$ cat config.mk
export PLATFORM = sky130hd
export DESIGN_NAME = ir_proximity_ambient_cancel_scanner_core
export DESIGN_NICKNAME = d
export VERILOG_FILES = /design/src/sv/ipac_pkg.sv /design/src/sv/ir_proximity_ambient_cancel_scanner_core.sv
export SDC_FILE = /design/constraint.sdc
export NUM_CORES = 1
export LEC_CHECK = 0
export ABC_AREA = 1
export BUFFER_PORTS_ARGS = -buffer_cell sky130_fd_sc_hd__buf_2
export CORE_ASPECT_RATIO = 0.6
export CORE_MARGIN = 3
export CORE_UTILIZATION = 35
export DETAILED_ROUTE_END_ITERATION = 12
export MAX_ROUTING_LAYER = met4
export PLACE_DENSITY_LB_ADDON = 0.15
export REMOVE_ABC_BUFFERS = 1
export SYNTH_ARGS = -nofsm -noshare
export SYNTH_HDL_FRONTEND = slang
export SYNTH_SLANG_ARGS = --single-unit
$ cat constraint.sdc
create_clock -name aclk -period 6.2 [get_ports aclk]
set_input_delay 0.93 -clock aclk [delete_from_list [all_inputs] [get_ports aclk]]
set_output_delay 0.93 -clock aclk [all_outputs]
set_load 0.05 [all_outputs]
$ cat src/sv/ipac_pkg.sv
package ipac_pkg;

    localparam int SENSOR_COUNT   = 6;
    localparam int SAMPLE_BITS    = 12;
    localparam int SENSOR_IDX_W   = 3;
    localparam int CHANNEL_W      = 4;
    localparam int CHANNEL_OFFSET = 3;

    typedef enum logic [0:0] {
        CMD_TICK = 1'b0,
        CMD_READ = 1'b1
    } cmd_t;

    typedef struct packed {
        cmd_t                    command;
        logic [SAMPLE_BITS-1:0]  sample_first;
        logic [SAMPLE_BITS-1:0]  sample_second;
        logic [SENSOR_IDX_W-1:0] sensor_select;
    } in_t;

    typedef struct packed {
        logic [SENSOR_COUNT-1:0] emitter_mask;
        logic [CHANNEL_W-1:0]    adc_channel;
        logic [SAMPLE_BITS-1:0]  ambient_level;
        logic [SAMPLE_BITS-1:0]  reflected_level;
    } out_t;

endpackage

$ cat src/sv/ir_proximity_ambient_cancel_scanner_core.sv
// A result is registered into the head entry, or into the skid entry when the head is held, before it is presented.
// Throughput: one beat per cycle while the skid entry is empty; a two-entry output buffer (result + skid)
// keeps s_ready high while one finished result waits on m_ready.
// Reset (aresetn low, synchronous): dark phase, scan index 0, all ambient,
// lit and reflected stores zero, output buffer empty.
module ir_proximity_ambient_cancel_scanner_core
    import ipac_pkg::*;
(
    input  logic aclk,
    input  logic aresetn,
    input  logic s_valid,
    output logic s_ready,
    input  in_t  s_data,
    output logic m_valid,
    input  logic m_ready,
    output out_t m_data
);

    logic                    lit_phase_reg, lit_phase_next;
    logic [SENSOR_IDX_W-1:0] scan_index_reg, scan_index_next;
    logic [SAMPLE_BITS-1:0]  ambient_reg   [SENSOR_COUNT];
    logic [SAMPLE_BITS-1:0]  lit_reg       [SENSOR_COUNT];
    logic [SAMPLE_BITS-1:0]  reflected_reg [SENSOR_COUNT];

    out_t head_reg, skid_reg;
    logic head_valid_reg, skid_valid_reg;

    logic                   push, pop;
    logic                   is_tick, sel_ok;
    logic [SAMPLE_BITS:0]   sum;
    logic [SAMPLE_BITS-1:0] avg;
    logic [SAMPLE_BITS-1:0] amb_sel, lit_sel, refl_sel, refl_new;
    logic                   refl_upd;
    out_t                   result;

    assign s_ready = !skid_valid_reg;
    assign push    = s_valid && s_ready;
    assign m_valid = head_valid_reg;
    assign m_data  = head_reg;
    assign pop     = head_valid_reg && m_ready;

    assign is_tick = (s_data.command == CMD_TICK);
    assign sel_ok  = (s_data.sensor_select < SENSOR_IDX_W'(SENSOR_COUNT));
    assign sum     = {1'b0, s_data.sample_first} + {1'b0, s_data.sample_second};
    assign avg     = sum[SAMPLE_BITS:1];

    always_comb begin
        amb_sel  = '0;
        lit_sel  = '0;
        refl_sel = '0;
        if (sel_ok) begin
            amb_sel  = ambient_reg[s_data.sensor_select];
            lit_sel  = lit_reg[s_data.sensor_select];
            refl_sel = reflected_reg[s_data.sensor_select];
        end
        refl_upd = !is_tick && sel_ok && (amb_sel > lit_sel);
        refl_new = refl_upd ? (amb_sel - lit_sel) : refl_sel;
    end

    always_comb begin
        lit_phase_next  = lit_phase_reg;
        scan_index_next = scan_index_reg;
        if (is_tick) begin
            lit_phase_next = !lit_phase_reg;
            if (lit_phase_reg) begin
                if (scan_index_reg == SENSOR_IDX_W'(SENSOR_COUNT - 1)) begin
                    scan_index_next = '0;
                end else begin
                    scan_index_next = scan_index_reg + 1'b1;
                end
            end
        end
        result.emitter_mask    = lit_phase_next
                                 ? (SENSOR_COUNT'(1) << scan_index_next) : '0;
        result.adc_channel     = CHANNEL_W'(scan_index_next) + CHANNEL_W'(CHANNEL_OFFSET);
        result.ambient_level   = is_tick ? '0 : amb_sel;
        result.reflected_level = is_tick ? '0 : refl_new;
    end

    always_ff @(posedge aclk) begin
        if (!aresetn) begin
            lit_phase_reg  <= 1'b0;
            scan_index_reg <= '0;
            for (int i = 0; i < SENSOR_COUNT; i++) begin
                ambient_reg[i]   <= '0;
                lit_reg[i]       <= '0;
                reflected_reg[i] <= '0;
            end
        end else if (push) begin
            lit_phase_reg  <= lit_phase_next;
            scan_index_reg <= scan_index_next;
            if (is_tick) begin
                if (!lit_phase_reg) begin
                    ambient_reg[scan_index_reg] <= avg;
                end else begin
                    lit_reg[scan_index_reg] <= avg;
                end
            end else if (refl_upd) begin
                reflected_reg[s_data.sensor_select] <= refl_new;
            end
        end
    end

    // two-entry output buffer: head drives m_data, skid catches a beat on stall
    always_ff @(posedge aclk) begin
        if (!aresetn) begin
            head_valid_reg <= 1'b0;
            skid_valid_reg <= 1'b0;
        end else if (skid_valid_reg) begin
            if (pop) begin
                head_reg       <= skid_reg;
                skid_valid_reg <= 1'b0;
            end
        end else if (push) begin
            if (!head_valid_reg || pop) begin
                head_reg       <= result;
                head_valid_reg <= 1'b1;
            end else begin
                skid_reg       <= result;
                skid_valid_reg <= 1'b1;
            end
        end else if (pop) begin
            head_valid_reg <= 1'b0;
        end
    end

endmodule

==> reports/summary.txt, run 1 <==
Power Total = 5.80 mW
HPWL after DPL = 37300 um
Register Area = 10800 um2
Max Transition Viols Final = 0
GRT Overall Usage = 20.9%
Worst-Skew Late Latency = 540 ps
Power Density = 301 nW/um2
Worst Hold End = m_data[28]
mux cell area share after synthesis = 0%
port bufs = 67
actual slew at the worst max-slew pin = 968 ps
sequential element share of the synthesized area = 63.0%
Layout Cells excl Fill = 2448
Initial Utilization = 35.7%
Fmax = 213 MHz
setup violators final = 0
Core Area = 48100 um2
min cycle time layout = 4680 ps
CTS root buffer = clkbuf_16
Worst R2R Start = lit_reg[6][0]
Comb power frac = 13.6%
WP data required = 6370 ps
WHS Path Cells = 2
clock skew = 23.2 ps
worst setup margin = 1520 ps
Final Core Density = 40.1%
max_cap viols = 0
CP max FO = 37
io pins = 68
post-route clock period utilization = 75.6%
Setup crit end kind = flip-flop
leakage power = 7.50 nW
via count of the first global-routing pass = 11816
clock transition at the registers of the reported paths = 60 ps
wire per inst = 21.6 um
number of buffers on the longest clock path = 3
post-synthesis compound-gate area fraction = 8.24%
Netlist cell types = 39
kind of critical path = primary input to flip-flop
WL final = 52800 um
worst reg2reg endpoint = reflected_reg[0][7]
Seq pwr share = 48.7%
CTS Buf Count = 38
Synth Instances = 1721
Synth Area in XOR/XNOR = 0.511%
Ys Warns = 0
DP Cell Count = 2383
cts-stage hold buffer count = 0
min-delay worst type = flip-flop to flip-flop
worst slack, placed = 907 ps
Power Internal = 4.23 mW
CTS tree = yes
Final Hold Fails = 0
# rows = 62
ANT nets after route = 0
Synth Area per Inst = 9.97 um2
drt pass-1 iters = 5
sw frac = 27.1%
RSZ-0062 raised after global routing = false
largest net degree at the start of global routing = 145
# fillers = 4804
slowest stage cell on the critical path = nor2_4
DIE AREA = 51800 um2
Post-Route Setup TNS = 0 ps
cell area after synthesis = 17200 um2
Slew headroom = 35.3%
Slowest Stage Delay on Critical Path = 800 ps
htree depth = 2
initial antenna violation count = 0
clk sinks = 362
outcome = completed
share of post-route cells with drive strength above 1 = 10.2%
Crit path max-delay family = simple AND/OR/NAND/NOR gates
multi-input logic area = 5510 um2
total congestion overflow = 0
CP arrival = 4850 ps
Hold Startpoint = skid_reg[28]
Startpoint Class = primary input
Clk pwr share = 37.7%
CTS resizes = 0
Simple-Gate Fraction of Synth Area = 20.3%
flops & latches, synth = 362
CP startpoint = s_data[2]
Peak VDD IR = 0.000171 V
diodes inserted = 0
first-pass GRT wire length = 78500 um
Via density = 5.16
Die Span Y = 177 um
total net switching power = 1.57 mW
combinational family with the most area after synthesis = simple AND/OR/NAND/NOR gates
Buf+Inv Stages, Crit Path = 4
FF-to-FF path depth = 14
number of DRC markers in iteration 0 = 1794
Synth-to-Final Area Change = 12.4%
layout net count = 1847
adder-cell share of the synthesized area = 2.42%
DRC viols = 0
CP cell instances = buf_2 -> inv_2 -> nor2_4 -> nand2_1 -> nand2_1 -> inv_1 -> ha_1 -> fa_1 -> inv_1 -> nand3_1 -> nand3_2 -> nand3_2 -> nand3_4 -> nand3_4 -> nor2_4 -> nand3_2 -> nand2_1
GP Congestion = 0.962
via count = 12636
Reg2Reg Setup Slack = 2490 ps
Die W = 292 um
Post-CTS Setup Bufs = 0
-- placed cells by master (no fill, tap or decap), types with 3 or more instances in the layout --
cell       instances
nor2_1           412
edfxtp_1         356
nand2_1          320
o21ai_0          135
inv_1            125
buf_2             66
o22ai_1           62
nand3_1           45
clkbuf_16         41
ha_1              30
a21oi_1           24
conb_1            24
nand4_1           18
nand3_2           17
buf_4             16
nor3_1            14
a22o_1            11
inv_2              9
clkinv_2           9
clkbuf_1           9
a21oi_2            7
dfxtp_1            6
xnor2_1            5
xor2_1             5
clkinv_1           5
nor2_4             4
nand3b_1           4
nand2_2            3
a31oi_1            3
-- cells in the mapped netlist, drive strengths merged --
cell type    n  share of area (%)
fa           2               0.23
nand4       18               0.66
a22o        11               0.56
nand2      324                7.2
nor2       418                9.3
a31oi        3               0.11
o31a         1              0.051
or2          2              0.073
o21ai      137                4.0
o22ai       62                2.3
nand3       64                2.5
buf         51                1.7
nand3b       4               0.18
nor3        15               0.44
clkinv       1              0.029
a21o         2              0.088
dfxtp        6               0.70
a21oi       31                1.0
o211ai       1              0.044
xor2         5               0.26
edfxtp     356                 62
ha          30                2.2
inv        135                3.0
o21bai       2              0.088
clkbuf      34               0.74
xnor2        5               0.26
conb         1              0.022
-- layout make-up --
| type | count | share of cell area [%] |
|---|---|---|
| Clock buffer | 50 | 5.50 |
| Multi-Input combinational cell | 1161 | 28.6 |
| Timing Repair Buffer | 84 | 2.54 |
| Inverter | 136 | 2.67 |
| Clock inverter | 15 | 0.500 |
| Sequential cell | 362 | 56.1 |
| Tap cell | 640 | 4.15 |
-- power by group through the flow --
stage	combinational, mW	clock (mW)	sequential (mW)
2_1_floorplan	0.435	0	2.91
4_1_cts	0.783	2.23	2.82
3_5_place_dp	0.780	0	2.87
3_3_place_gp	0.782	0	2.87
5_1_grt	0.865	2.33	2.83
6_report	0.791	2.18	2.82
-- per-layer routing --
layer,GRT usage [%],part of all wire [%],vias up
li1,-,-,5923
met1,34.9,53,6142
met2,24.9,36,526
met3,4.89,10,45
met4,3.17,1.1,0
met5,-,0,-
-- per-stage QoR --
| step | hold slack, ps | instance area, um2 |
|---|---|---|
| global placement | 504 | 18100 |
| CTS | 524 | 19300 |
| floorplan | 491 | 16800 |
| global route | 537 | 19300 |
| detailed placement | 505 | 18100 |
| finish | 519 | 19300 |
-- how the worst max path moves through the flow --
stage / end / slack, ps / cells past startpoint
5_1_grt: reflected_reg[0][7] / 1160 / 17
2_1_floorplan: reflected_reg[4][0] / 1340 / 17
3_5_place_dp: reflected_reg[2][7] / 910 / 17
6_report: reflected_reg[0][7] / 1520 / 17
3_3_place_gp: reflected_reg[2][11] / 1020 / 17
4_1_cts: reflected_reg[2][9] / 1470 / 17
-- worst min-delay path, cell delays in order, from the launching register on --
cell,delay (ps)
edfxtp_1,320
nand2_1,50
nand2_1,50
-- cells by family after synthesis --
logic type                 Yosys count
AOI/OAI and AO/OA                  250
xor gates and xnor gates            10
adders and majority gates           32
buffers and inverters              221
DFF                                362
other                                1
and+or+nand+nor                    845
Note: power is estimated with default switching activity, not from simulation.
==> run 2: changes to the inputs <==
clock period = 4.7 ns   (was 6.2 ns; I/O delays follow)
==> run 2 against run 1 <==
Against the previous run:
- combinational power is 34% higher
- routed wire length decreased by 1.7%
- worst hold slack lost 2.1 ps
- final cell count is 1.7% higher
- clock power is 33% higher
==> reports/summary.txt, run 2 (synthesis gave the netlist of run 1 again) <==
outcome = completed
Post-Route Setup TNS = 0 ps
Slew headroom = 26.7%
CTS resizes = 0
CP arrival = 4080 ps
Synth-to-Final Area Change = 14.3%
first-pass GRT wire length = 77600 um
met2 Resource Use GR = 25.7%
max_cap viols = 0
ANT nets after route = 0
DIE AREA = 51800 um2
drt pass-1 iters = 5
WL final = 52000 um
via count = 12757
Die Span Y = 177 um
HPWL after DPL = 36400 um
worst slack, placed = 430 ps
largest net degree at the start of global routing = 79
GRT met1 Usage = 33.1%
CTS Buf Count = 37
post-route clock period utilization = 80.8%
kind of critical path = primary input to flip-flop
Startpoint Class = primary input
commonest cells after routing, fill and taps aside = nor2_1, edfxtp_1, nand2_1
leakage power = 7.68 nW
diodes inserted = 0
clock transition at the registers of the reported paths = 60 ps
actual slew at the worst max-slew pin = 1100 ps
# rows = 62
Core Area = 48100 um2
via count of the first global-routing pass = 11940
GRT Overall Usage = 20.6%
cts-stage hold buffer count = 0
commonest non-fill, non-tap cell in the layout = nor2_1
clk sinks = 362
Fmax = 263 MHz
total congestion overflow = 0
Max Transition Viols Final = 0
Top Usage Layer GRT = met1
CTS root buffer = clkbuf_16
Initial Utilization = 35.7%
number of buffers on the longest clock path = 3
setup violators final = 0
DRC viols = 0
min-delay worst type = flip-flop to flip-flop
GP Congestion = 0.955
CP cell instances = buf_4 -> inv_4 -> buf_12 -> buf_4 -> o21ai_0 -> o22ai_1 -> a22o_1 -> inv_1 -> ha_1 -> nand2_1 -> nor2_2 -> nand2_1 -> o21ai_1 -> inv_2 -> nand2_2 -> buf_4 -> nand2_1 -> nand3_2 -> inv_1
WP data required = 4980 ps
Die W = 292 um
Post-CTS Setup Bufs = 0
Crit path max-delay family = buffers and inverters
io pins = 68
Slowest Stage Delay on Critical Path = 370 ps
met3 GRT Util = 4.89%
number of DRC markers in iteration 0 = 1365
design area = 19600 um2
clock skew = 21.8 ps
port bufs = 67
initial antenna violation count = 0
share of post-route cells with drive strength above 1 = 12.0%
CTS tree = yes
wire per inst = 20.9 um
htree depth = 2
Peak VDD IR = 0.000214 V
Worst-Skew Late Latency = 540 ps
Area after DPL = 18400 um2
layout net count = 1884
Setup crit end kind = flip-flop
Buf+Inv Stages, Crit Path = 8
Via density = 5.13
RSZ-0062 raised after global routing = false
CP max FO = 44
Power Density = 391 nW/um2
Final Hold Fails = 0
min cycle time layout = 3800 ps
slowest stage cell on the critical path = ha_1
worst setup margin = 901 ps
[run 2: worst paths after layout]
check	startpoint	to	slack (ps)	cells after the start
hold reg to reg	skid_reg[30]	m_data[30]	520	2
setup reg to reg	lit_reg[6][0]	reflected_reg[6][9]	1440	15
hold / removal	skid_reg[30]	m_data[30]	520	2
setup / recovery	s_data[0]	reflected_reg[6][9]	900	19
[run 2: metrics by stage]
step / hold slack (ps) / util [%] / instances / total power, mW
floorplan: 491 / - / 1659 / 4.42
global placement: 508 / 38.4 / 2421 / 4.84
detailed placement: 504 / 38.4 / 2421 / 4.83
CTS: 518 / 40.8 / 2489 / 7.71
global route: 532 / 40.8 / 2489 / 7.98
finish: 517 / 40.8 / 2489 / 7.67
[run 2: power by group]
part | leakage (nW) | switching (mW) | internal (mW)
logic | 3.58 | 0.777 | 0.281
registers | 3.53 | 0.0409 | 3.68
clock network | 0.562 | 1.26 | 1.63
[run 2: per-layer routing]
layer	wire length, um	share of wire [%]	vias to the layer above
met5	0	0	-
met4	693	1.3	0
met3	4970	9.6	50
met2	19200	37	526
met1	27100	52	6173
li1	-	-	6008
[run 2: cell type report]
| type | instances | area (um2) |
|---|---|---|
| tap | 640 | 801 |
| fill | 4743 | 28500 |
| multi-input combinational | 1161 | 5510 |
| clock buffer | 49 | 1010 |
| inverter | 136 | 514 |
| sequential | 362 | 10800 |
| timing repair buffer | 122 | 813 |
| clock inverter | 19 | 144 |
[run 2: tightest hold or removal path: stages, from the launching register on]
cell and delay, ps:
edfxtp_1 320, nand2_1 50, nand2_1 50
==> run 3: changes to the inputs <==
clock period = 3.9 ns   (was 4.7 ns; I/O delays follow)
==> run 3 against run 2 <==
Against the previous run:
- setup slack got worse by 460 ps
- core utilization rose by 1.6 points
- sequential share of layout area shrank 2.0 points
- final area is 3.8% higher
- global-route usage increased by 0.21 points
- via count grew 2.2%
- final cell count increased by 3.5%
- clock skew increased by 1.0 ps
- clock power up 17%
- total power is 21% higher
- clock-buffer cell count increased by 2
- sequential power rose by 20%
- largest cell class unchanged
- highest routed layer unchanged
==> reports/summary.txt, run 3 (synthesis gave the netlist of run 1 again) <==
Die W = 292 um
CTS Buf Count = 37
Reg2Reg Setup Slack = 650 ps
Via density = 5.06
clk sinks = 362
Max Transition Viols Final = 0
CP max FO = 40
WHS Path Cells = 4
kind of critical path = primary input to flip-flop
# rows = 62
min cycle time layout = 3460 ps
max_cap viols = 0
CTS resizes = 0
leakage power = 8.13 nW
CTS tree = yes
post-route clock period utilization = 88.6%
Final Hold Fails = 0
actual slew at the worst max-slew pin = 801 ps
WP data required = 4160 ps
wire per inst = 20.2 um
Setup crit end kind = flip-flop
clock transition at the registers of the reported paths = 60 ps
cts-stage hold buffer count = 0
DIE AREA = 51800 um2
ANT nets after route = 0
CP arrival = 3720 ps
htree depth = 2
WL final = 52100 um
worst reg2reg endpoint = reflected_reg[7][8]
Final Core Density = 42.3%
number of DRC markers in iteration 0 = 1277
drt pass-1 iters = 7
GRT Overall Usage = 20.8%
Fmax = 289 MHz
setup violators final = 0
Worst R2R Start = lit_reg[1][0]
FF-to-FF path depth = 15
io pins = 68
port bufs = 67
via count = 13042
DRC viols = 0
Power Density = 457 nW/um2
layout net count = 1975
diodes inserted = 0
number of buffers on the longest clock path = 3
Slew headroom = 46.3%
commonest cells after routing, fill and taps aside = nor2_1, edfxtp_1, nand2_1
Initial Utilization = 35.7%
first-pass GRT wire length = 78300 um
via count of the first global-routing pass = 12243
share of post-route cells with drive strength above 1 = 16.1%
Worst-Skew Late Latency = 550 ps
HPWL after DPL = 37200 um
clock skew = 22.8 ps
commonest non-fill, non-tap cell in the layout = nor2_1
RSZ-0062 raised after global routing = false
worst setup margin = 444 ps
largest net degree at the start of global routing = 53
Core Area = 48100 um2
outcome = completed
Synth-to-Final Area Change = 18.6%
Die Span Y = 177 um
Startpoint Class = primary input
Power Total = 9.30 mW
Peak VDD IR = 0.000273 V
Post-CTS Setup Bufs = 0
total congestion overflow = 0
min-delay worst type = primary input to flip-flop
Hold Startpoint = m_ready
worst slack, placed = -10.7 ps
CTS root buffer = clkbuf_16
Worst Hold End = m_valid
initial antenna violation count = 0
GP Congestion = 0.889
[run 3: how the worst max path moves through the flow]
stage                     startpoint                    to  depth (start not counted)
final                      s_data[0]   reflected_reg[5][3]                         19
after global routing       s_data[1]  reflected_reg[1][11]                         20
after CTS                  s_data[0]             m_data[1]                         19
after detailed placement   s_data[0]             m_data[1]                         19
after global placement     s_data[0]             m_data[1]                         19
after floorplan            s_data[0]   reflected_reg[4][0]                         17
[run 3: critical path, cell delays in order]
cell,delay [ps]
buf_4,140
buf_12,170
buf_12,200
o21ai_0,170
o22ai_1,100
buf_4,160
nand2_1,210
nand2_1,90
ha_1,380
nand2_2,110
nor2_2,190
nand2_1,80
o21ai_1,140
inv_2,100
nand2_2,210
buf_4,190
nand3_1,130
nand3_2,150
inv_1,130
[run 3: area by class of cell]
type | instances | area (um2)
clock inverters | 14 | 71.3
fillers | 4723 | 27700
flip-flops and latches | 362 | 10800
repair buffers | 213 | 1600
clock buffers | 51 | 1050
multi-input cells | 1161 | 5510
inverters | 136 | 514
well taps | 640 | 801
[run 3: power breakdown]
group / leakage [nW] / switching, mW / internal, mW
Sequential: 3.53 / 0.0489 / 4.43
Combinational: 4.05 / 0.975 / 0.456
Clock: 0.549 / 1.50 / 1.89
[run 3: per-layer routing]
layer	share of wire (%)	global-route usage, %
met4	1.4	3.57
met3	8.3	3.74
met5	0	-
met1	54	34.5
met2	36	25.6
[run 3: per-stage QoR]
stage	setup TNS, ps	cells	hold WS (ps)	cell area, um2
after floorplan	-49900	1659	491	16800
after global placement	-50.0	2512	504	19200
after detailed placement	-32.0	2512	502	19200
after CTS	0	2577	402	20400
after global routing	0	2577	430	20400
final	0	2577	434	20400
